===== src/assert_macros.svh =====
// Assertion macros shared by the RTL of the sieve and totient engine.
// Depends on nothing; define SYNTH to compile the checks away.
`ifndef ASSERT_MACROS_SVH
`define ASSERT_MACROS_SVH

`ifndef SYNTH

`define ASSERT_IMPLIES(label, clk, rst, ante, cons) \
   label: assert property (@(posedge clk) disable iff (rst) (ante) |-> (cons)) \
      else $error("assertion failed");

`define ASSERT_NEXT(label, clk, rst, ante, cons) \
   label: assert property (@(posedge clk) disable iff (rst) (ante) |=> (cons)) \
      else $error("assertion failed");

`else

`define ASSERT_IMPLIES(label, clk, rst, ante, cons)

`define ASSERT_NEXT(label, clk, rst, ante, cons)

`endif

`endif


===== src/spfte_pkg.sv =====
// Shared types and constants of the smallest-prime-factor sieve and totient engine.
// Depends on nothing; imported by every module of the block.
package spfte_pkg;

   localparam int unsigned DEF_TABLE_DEPTH = 65536;
   localparam int unsigned DATA_W          = 16;

   localparam logic OP_BUILD = 1'b0;
   localparam logic OP_QUERY = 1'b1;

   localparam logic [15:0] SIEVE_LIMIT_RST = 16'hFFFF;

   typedef enum logic [1:0] {
      RSP_OK        = 2'd0,
      RSP_BUILT     = 2'd1,
      RSP_NOT_BUILT = 2'd2,
      RSP_BAD_VALUE = 2'd3
   } spfte_rsp_type;

   typedef struct packed {
      logic          build_start;
      logic          fill_wr;
      logic          p_rd;
      logic          p_next;
      logic          k_init;
      logic          k_rd;
      logic          k_wr;
      logic          q_start;
      logic          q_rd;
      logic          q_look;
      logic          q_div;
      logic          q_upd;
      logic          emit;
      spfte_rsp_type code;
   } spfte_cmd_type;

   typedef struct packed {
      logic fill_last;
      logic sq_over;
      logic p_prime;
      logic k_over;
      logic mm_low;
      logic pr_low;
      logic div_done;
      logic value_bad;
      logic ready;
   } spfte_stat_type;

endpackage


===== src/spfte_ctrl.sv =====
// Controller: sequences table fill, sieve passes and the totient factoring loop.
// Depends on spfte_pkg; drives spfte_dp through command and status structs.
module spfte_ctrl (
   input  logic                        clock,
   input  logic                        reset,
   input  logic                        start,
   input  logic                        opcode,
   input  spfte_pkg::spfte_stat_type   stat,
   output spfte_pkg::spfte_cmd_type    cmd,
   output logic                        busy
);
   import spfte_pkg::*;

   typedef enum logic [3:0] {
      S_IDLE,
      S_FILL,
      S_P_TEST,
      S_P_CHK,
      S_K_TEST,
      S_K_WR,
      S_Q_RD,
      S_Q_TAKE,
      S_Q_DIV,
      S_Q_UPD
   } state_type;

   state_type state_ff, state_in;

   always_comb begin
      cmd      = '0;
      cmd.code = RSP_OK;
      state_in = state_ff;
      unique case (state_ff)
         S_IDLE: begin
            if (start) begin
               if (opcode == OP_BUILD) begin
                  cmd.build_start = 1'b1;
                  state_in        = S_FILL;
               end else if (!stat.ready) begin
                  cmd.emit = 1'b1;
                  cmd.code = RSP_NOT_BUILT;
               end else if (stat.value_bad) begin
                  cmd.emit = 1'b1;
                  cmd.code = RSP_BAD_VALUE;
               end else begin
                  cmd.q_start = 1'b1;
                  state_in    = S_Q_RD;
               end
            end
         end
         S_FILL: begin
            cmd.fill_wr = 1'b1;
            if (stat.fill_last) begin
               state_in = S_P_TEST;
            end
         end
         S_P_TEST: begin
            if (stat.sq_over) begin
               cmd.emit = 1'b1;
               cmd.code = RSP_BUILT;
               state_in = S_IDLE;
            end else begin
               cmd.p_rd = 1'b1;
               state_in = S_P_CHK;
            end
         end
         S_P_CHK: begin
            if (stat.p_prime) begin
               cmd.k_init = 1'b1;
               state_in   = S_K_TEST;
            end else begin
               cmd.p_next = 1'b1;
               state_in   = S_P_TEST;
            end
         end
         S_K_TEST: begin
            if (stat.k_over) begin
               cmd.p_next = 1'b1;
               state_in   = S_P_TEST;
            end else begin
               cmd.k_rd = 1'b1;
               state_in = S_K_WR;
            end
         end
         S_K_WR: begin
            cmd.k_wr = 1'b1;
            state_in = S_K_TEST;
         end
         S_Q_RD: begin
            cmd.q_rd = 1'b1;
            state_in = S_Q_TAKE;
         end
         S_Q_TAKE: begin
            cmd.q_look = 1'b1;
            if (stat.mm_low || stat.pr_low) begin
               cmd.emit = 1'b1;
               cmd.code = RSP_OK;
               state_in = S_IDLE;
            end else begin
               cmd.q_div = 1'b1;
               state_in  = S_Q_DIV;
            end
         end
         S_Q_DIV: begin
            if (stat.div_done) begin
               state_in = S_Q_UPD;
            end
         end
         S_Q_UPD: begin
            cmd.q_upd = 1'b1;
            state_in  = S_Q_RD;
         end
         default: begin
            state_in = S_IDLE;
         end
      endcase
   end

   always_ff @(posedge clock) begin
      if (reset) begin
         state_ff <= S_IDLE;
      end else begin
         state_ff <= state_in;
      end
   end

   assign busy = (state_ff != S_IDLE);

endmodule


===== config.mk =====
export PLATFORM = sky130hd
export DESIGN_NAME = spfte_ctrl
export DESIGN_NICKNAME = d
export VERILOG_FILES = /design/src/assert_macros.svh /design/src/spfte_pkg.sv /design/src/spfte_ctrl.sv
export SDC_FILE = /design/constraint.sdc
export NUM_CORES = 1
export LEC_CHECK = 0
export BUFFER_PORTS_ARGS = -buffer_cell sky130_fd_sc_hd__buf_2
export CAP_MARGIN = 40
export CORE_MARGIN = 1
export CORE_UTILIZATION = 38
export CTS_CLUSTER_DIAMETER = 80
export DETAILED_ROUTE_END_ITERATION = 12
export PLACE_DENSITY = 0.8
export SYNTH_ARGS = -nofsm -noshare
export SYNTH_HDL_FRONTEND = slang
export SYNTH_SLANG_ARGS = --single-unit

===== constraint.sdc =====
create_clock -name clock -period 1.4 [get_ports clock]
set_input_delay 0.07 -clock clock [delete_from_list [all_inputs] [get_ports clock]]
set_output_delay 0.07 -clock clock [all_outputs]
set_load 0.03 [all_outputs]

# After elaboration in Yosys (flattened, before gate mapping)
# Index checks and enable logic that the tools add are counted.
op_classes:
  eq_ne: 14
  mux: 41
  reduce_logical: 4
op_table:
  columns: ["op", "n"]
  rows:
  - ["$pmux 4 s10", 1]
  - ["$mux 4", 7]
  - ["$mux 3", 8]
  - ["$mux 1", 21]
  - ["$eq 4x3->1 const B", 4]
  - ["$pmux 3 s3", 1]
  - ["$eq 4x2->1 const B", 2]
  - ["$eq 4x4->1 const B", 2]
  - ["$ne 2x2->1 const B", 3]
  - ["$ne 3x3->1 const B", 2]
  - ["$reduce_and 5->1", 1]
  - ["$eq 4x1->1 const B", 1]
  - ["$logic_not 4->1", 1]
  - ["$mux 2", 2]
  - ["$reduce_bool 4->1", 1]
  - ["$pmux 1 s2", 1]
  - ["$logic_or 1x1->1", 1]
totals:
  ff_bits: 4
  in_bits: 13
  output_inout_bits: 16
  elab_cells: 60

# Longest topological paths before layout
logic_depth:
  ltp_word: 5
  depth_mapped: 7
  mapped_depth_nobuf: 5

# Worst setup path before layout
# No wires, ideal clock.
synth_path:
  kind: "register to register"
  start: "register state_ff[3]"
  end: "register state_ff[3]"
  setup_ns: 0.061
  arrival_ns: 1.906
  required_ns: 1.339
  path_slack_ns: -0.567
  path_stages_with_launch: 4
  path_buffers: 0
  period_less_slack_ns: 1.967
  cell_sequence: "dfxtp_1 > nand2b_1 > nor4_1 > o21ba_2"
synth_between:
  elab_chain_cells: 3
  word_cells_on_any_way: 17
  cone_classes: "eq/ne (14); mux (1); reduce/logical (2)"
synth_rtl:
  columns: ["element", "line_no", "rtl"]
  rows:
  - ["start, declared", "spfte_ctrl.sv:27", "state_type state_ff, state_in;"]
  - ["start signal, assigned", "spfte_ctrl.sv:123", "state_ff <= state_in;"]
  - ["$eq 4x1->1 (tied with other cells)", "spfte_ctrl.sv:33", "unique case (state_ff)"]
  - ["$ne 2x2->1 (no line) / $ne 3x3->1 (equally long branches)", null, null]
  - ["$reduce_and 5->1 (no line)", null, null]
# Several ways; a longest one is shown, not always the timed one.
# A chain may end at the register's enable or synchronous reset.

==> tab_implementation.tex <==
\begin{tabular}{lr}
\hline
Metric & Value \\
\hline
\multicolumn{2}{l}{\textbf{Outcome}} \\
\quad Run status & finished, violations left \\
\quad Violations in the final reports & negative setup slack \\
\multicolumn{2}{l}{\textbf{Clocking}} \\
\quad Number of clock buffers inserted by TritonCTS & 3 \\
\quad Clock-pin slew of the registers on the worst-case setup and hold paths & 40 ps \\
\quad TritonCTS clock tree & built \\
\quad Worst-skew pair later-pin latency & 240 ps \\
\quad Number of buffers inserted by hold repair at cts & 0 \\
\quad Number of sinks handled by clock tree synthesis & 4 \\
\quad H-tree depth & 1 \\
\quad Clock tree root driver cell & sky130\_fd\_sc\_hd\_\_clkbuf\_4 \\
\quad Clock buffer depth & 2 \\
\multicolumn{2}{l}{\textbf{GRT}} \\
\quad First-pass GRT wire length & 2794 um \\
\quad Vias in the first global route & 602 \\
\quad Initial antenna violation count & 0 \\
\quad Largest net degree at the start of global routing & 9 \\
\quad Gr usage total & 0.2838 \\
\quad GRT Residual Overflow & 0 \\
\multicolumn{2}{l}{\textbf{Cells and area}} \\
\quad Number of nets at the end of the flow & 125 \\
\quad Proportion of layout cells with a drive suffix above 1 & 0.7636 \\
\quad Fin util & 0.8782 \\
\quad Commonest cells after routing, fill and taps aside & sky130\_fd\_sc\_hd\_\_buf\_4, sky130\_fd\_sc\_hd\_\_buf\_2, sky130\_fd\_sc\_hd\_\_buf\_6 \\
\quad Number of antenna repair diodes & 0 \\
\quad Area delta synth->final & 102.0\% \\
\quad Most common cell after layout, fill and taps aside & sky130\_fd\_sc\_hd\_\_buf\_4 \\
\quad Number of flip-flops in the largest register & 4 \\
\quad Leading registers by flop count & state\_ff: 4 flops \\
\quad Largest reg by FF count & state\_ff \\
\quad FF/Latch Area & 88.84 sq um \\
\quad Filler cell count in the final layout & 54 \\
\quad Combined area of the multi-input logic cells & 524.3 sq um \\
\quad Post-layout instance count excluding filler cells & 124 \\
\multicolumn{2}{l}{\textbf{Setup path}} \\
\quad Worst Setup Path Type & flop to primary output \\
\quad Worst-path fanout max & 4 \\
\quad Crit path DAT & 1520 ps \\
\quad Required @ worst endpoint & 1330 ps \\
\quad Kind of launch point of the worst setup path & flop \\
\quad Worst reg-to-reg path cell count & 5 \\
\quad Slowest cell delay on critical path & 320 ps \\
\quad List of cells traversed by the critical path & or2\_4 > nor3\_4 > nand3\_4 > o211ai\_2 > buf\_6 \\
\quad Slowest cell on crit path & sky130\_fd\_sc\_hd\_\_dfxtp\_2 \\
\quad Worst setup EP type & primary output \\
\multicolumn{2}{l}{\textbf{Place}} \\
\quad Number of buffers added on ports & 28 \\
\quad Worst slack at placement & -26.13 ps \\
\quad RD Place Congestion & 0.9206 \\
\quad Post-detailed-placement half-perimeter wirelength & 1224 um \\
\quad Dpl cells & 113 \\
\multicolumn{2}{l}{\textbf{Timing}} \\
\quad Worst clock skew & 5.773 ps \\
\quad Fin. max-slew vios & 0 \\
\quad Post-route minimum period & 1591 ps \\
\quad Highest clock rate & 0.6284 GHz \\
\quad Actual transition at the worst max-transition pin & 355.0 ps \\
\quad Setup TNS Final & -1173 ps \\
\quad Fin. Hold Viols & 0 \\
\quad Share of the cycle needed by the critical path after routing & 1.137 \\
\quad Max-Slew Margin vs Limit & 0.7612 \\
\quad Unrepaired setup endpoints after global routing & true \\
\quad Worst Setup Slack, final & -191.5 ps \\
\quad Number of failing setup endpoints in the final timing report & 13 \\
\multicolumn{2}{l}{\textbf{Flow run}} \\
\quad Number of max-capacitance violations reported & 0 \\
\multicolumn{2}{l}{\textbf{Drt}} \\
\quad DR WL/cell & 20.23 um \\
\quad Final wirelength & 2509 um \\
\quad Count of nets left with antenna violations after detail routing & 0 \\
\quad Total number of vias & 768 \\
\quad Avg Vias per Cell & 6.194 \\
\quad Number of design rule violations left after detail routing & 0 \\
\quad Iter 0 DRT Violations & 47 \\
\quad Number of detailed-routing iterations run before antenna repair & 4 \\
\multicolumn{2}{l}{\textbf{Logic synthesis}} \\
\quad Multiplexer area fraction after synthesis & 0 \\
\quad Largest cells by area after synthesis & sky130\_fd\_sc\_hd\_\_dfxtp\_1, sky130\_fd\_sc\_hd\_\_nor2\_1, sky130\_fd\_sc\_hd\_\_o2bb2ai\_4 \\
\quad Adder-Cell Fraction of Synth Area & 0 \\
\quad Post-synthesis xor/xnor area fraction & 0 \\
\quad Sequential-to-total area share from yosys stat & 0.1572 \\
\quad Netlist Area Pre-Place & 509.2 sq um \\
\quad Largest family of logic cells by synthesized area & simple AND/OR/NAND/NOR gates \\
\quad Library cell with the largest summed area after synthesis & sky130\_fd\_sc\_hd\_\_dfxtp\_1 \\
\quad Warning count from the yosys run & 0 \\
\quad Complex-gate fraction of the synthesized area & 0.2899 \\
\quad Seq cells post-synth & 4 \\
\quad Synthesized-area fraction occupied by and/or/nand/nor cells & 0.4496 \\
\quad Avg Cell Area, Syn & 7.716 sq um \\
\quad Post-Synthesis Cells & 66 \\
\quad Count of unique library cells instantiated by Yosys & 35 \\
\quad Area fraction of the dominant cell type after synthesis & 0.1572 \\
\quad Post-synthesis net count & 79 \\
\multicolumn{2}{l}{\textbf{Power}} \\
\quad Peak ir drop on the vdd network & 0.9405 mV \\
\quad Leakage & 0.4279 nW \\
\quad PnR Total Power & 0.001322 W \\
\quad Total power divided by cell area & 1285 mW/mm\^{}2 \\
\multicolumn{2}{l}{\textbf{Die}} \\
\quad Num rows & 12 \\
\quad Die H & 38.61 um \\
\quad Core Area & 0.001171 sq mm \\
\quad DIE AREA & 0.001490 sq mm \\
\quad Width of the die & 38.61 um \\
\quad Number of top-level pins & 29 \\
\quad Initial Util & 0.4348 \\
\multicolumn{2}{l}{\textbf{Worst hold path}} \\
\quad Class of the tightest hold or removal check & primary input to flop \\
\quad Cells on Worst Hold Path & 2 \\
\hline
\end{tabular}
cell families after synthesis:
group,after synthesis
AOI/OAI and AO/OA,17
buffers and inverters,8
DFF,4
and+or+nand+nor,37
worst max-delay path, delay by kind of cell, from the launching register on:
kind | cells | cell delay [ps]
AO/OA/AOI/OAI | 1 | 210
buffers and inverters | 1 | 150
AND/OR/NAND/NOR | 3 | 600
flip-flops | 1 | 320
where the power goes:
part,leakage [nW],switching (W),internal (W)
clock,0.0138,0.0000520,0.0000962
combinational,0.380,0.000551,0.000442
sequential,0.0346,0.0000393,0.000141
layout make-up:
cell class                      count  share of cell area
Multi-Input combinational cell     54              0.5097
Timing Repair Buffer               45              0.3504
Sequential cell                     4             0.08637
Clock buffer                        3             0.02190
Tap cell                           14             0.01703
Inverter                            4             0.01460
timing repair:
| action | CTS | global route |
|---|---|---|
| endpoints found under the hold margin | 0 | 0 |
| resized for setup | 33 | 26 |
| pin swaps | 4 | 6 |
| endpoints found under the setup margin | 14 | 16 |
| buffers inserted | 3 | 5 |
metrics by stage:
step	cell area, sq um	hold slack, ps
5_1_grt	1028	61.59
3_3_place_gp	750.7	297.0
3_5_place_dp	750.7	313.3
6_report	1028	72.25
4_1_cts	909.6	42.77
2_1_floorplan	550.5	139.7
Yosys cell counts:
cell and number:
sky130_fd_sc_hd__o32ai_1 1, sky130_fd_sc_hd__dfxtp_1 4, sky130_fd_sc_hd__nor2_1 12, sky130_fd_sc_hd__nor3_4 1, sky130_fd_sc_hd__nand2b_1 4, sky130_fd_sc_hd__nor4_2 2
sky130_fd_sc_hd__a211o_1 2, sky130_fd_sc_hd__a21boi_0 1, sky130_fd_sc_hd__buf_4 1, sky130_fd_sc_hd__and3_2 1, sky130_fd_sc_hd__o21ai_1 1, sky130_fd_sc_hd__o211ai_2 1
sky130_fd_sc_hd__a21oi_1 2, sky130_fd_sc_hd__o211a_1 1, sky130_fd_sc_hd__o21ai_0 3, sky130_fd_sc_hd__nand3_1 1, sky130_fd_sc_hd__o2bb2ai_4 1, sky130_fd_sc_hd__o21ba_2 1
sky130_fd_sc_hd__clkbuf_4 1, sky130_fd_sc_hd__nand3_2 1, sky130_fd_sc_hd__nand2_1 3, sky130_fd_sc_hd__nand2_2 1, sky130_fd_sc_hd__nor4_1 2, sky130_fd_sc_hd__inv_1 3
sky130_fd_sc_hd__and2b_2 1, sky130_fd_sc_hd__nor3_2 2, sky130_fd_sc_hd__buf_6 2, sky130_fd_sc_hd__inv_2 1, sky130_fd_sc_hd__o32a_1 1, sky130_fd_sc_hd__o22ai_1 1
sky130_fd_sc_hd__nor2b_1 2, sky130_fd_sc_hd__or2_1 1, sky130_fd_sc_hd__a211oi_1 1, sky130_fd_sc_hd__nand3b_1 1, sky130_fd_sc_hd__nor3_1 2
routing by layer:
layer  wire (um)  vias to the layer above  share of wire  GRT usage
met5           0                        -              0          0
met4          85                        0          0.034     0.1379
met3         176                       16          0.070    0.01734
met2        1208                       56           0.48     0.4625
met1        1038                      367           0.41     0.3741
li1            -                      329              -          -
path summary, 6_finish.rpt:
check	from	to	slack, ps
setup / recovery	state_ff[3]	cmd[2]	-190
hold / removal	reset	state_ff[1]	70
setup reg to reg	state_ff[2]	state_ff[1]	-120
hold reg to reg	state_ff[3]	state_ff[0]	770
Power figures use the tool's default switching activity.
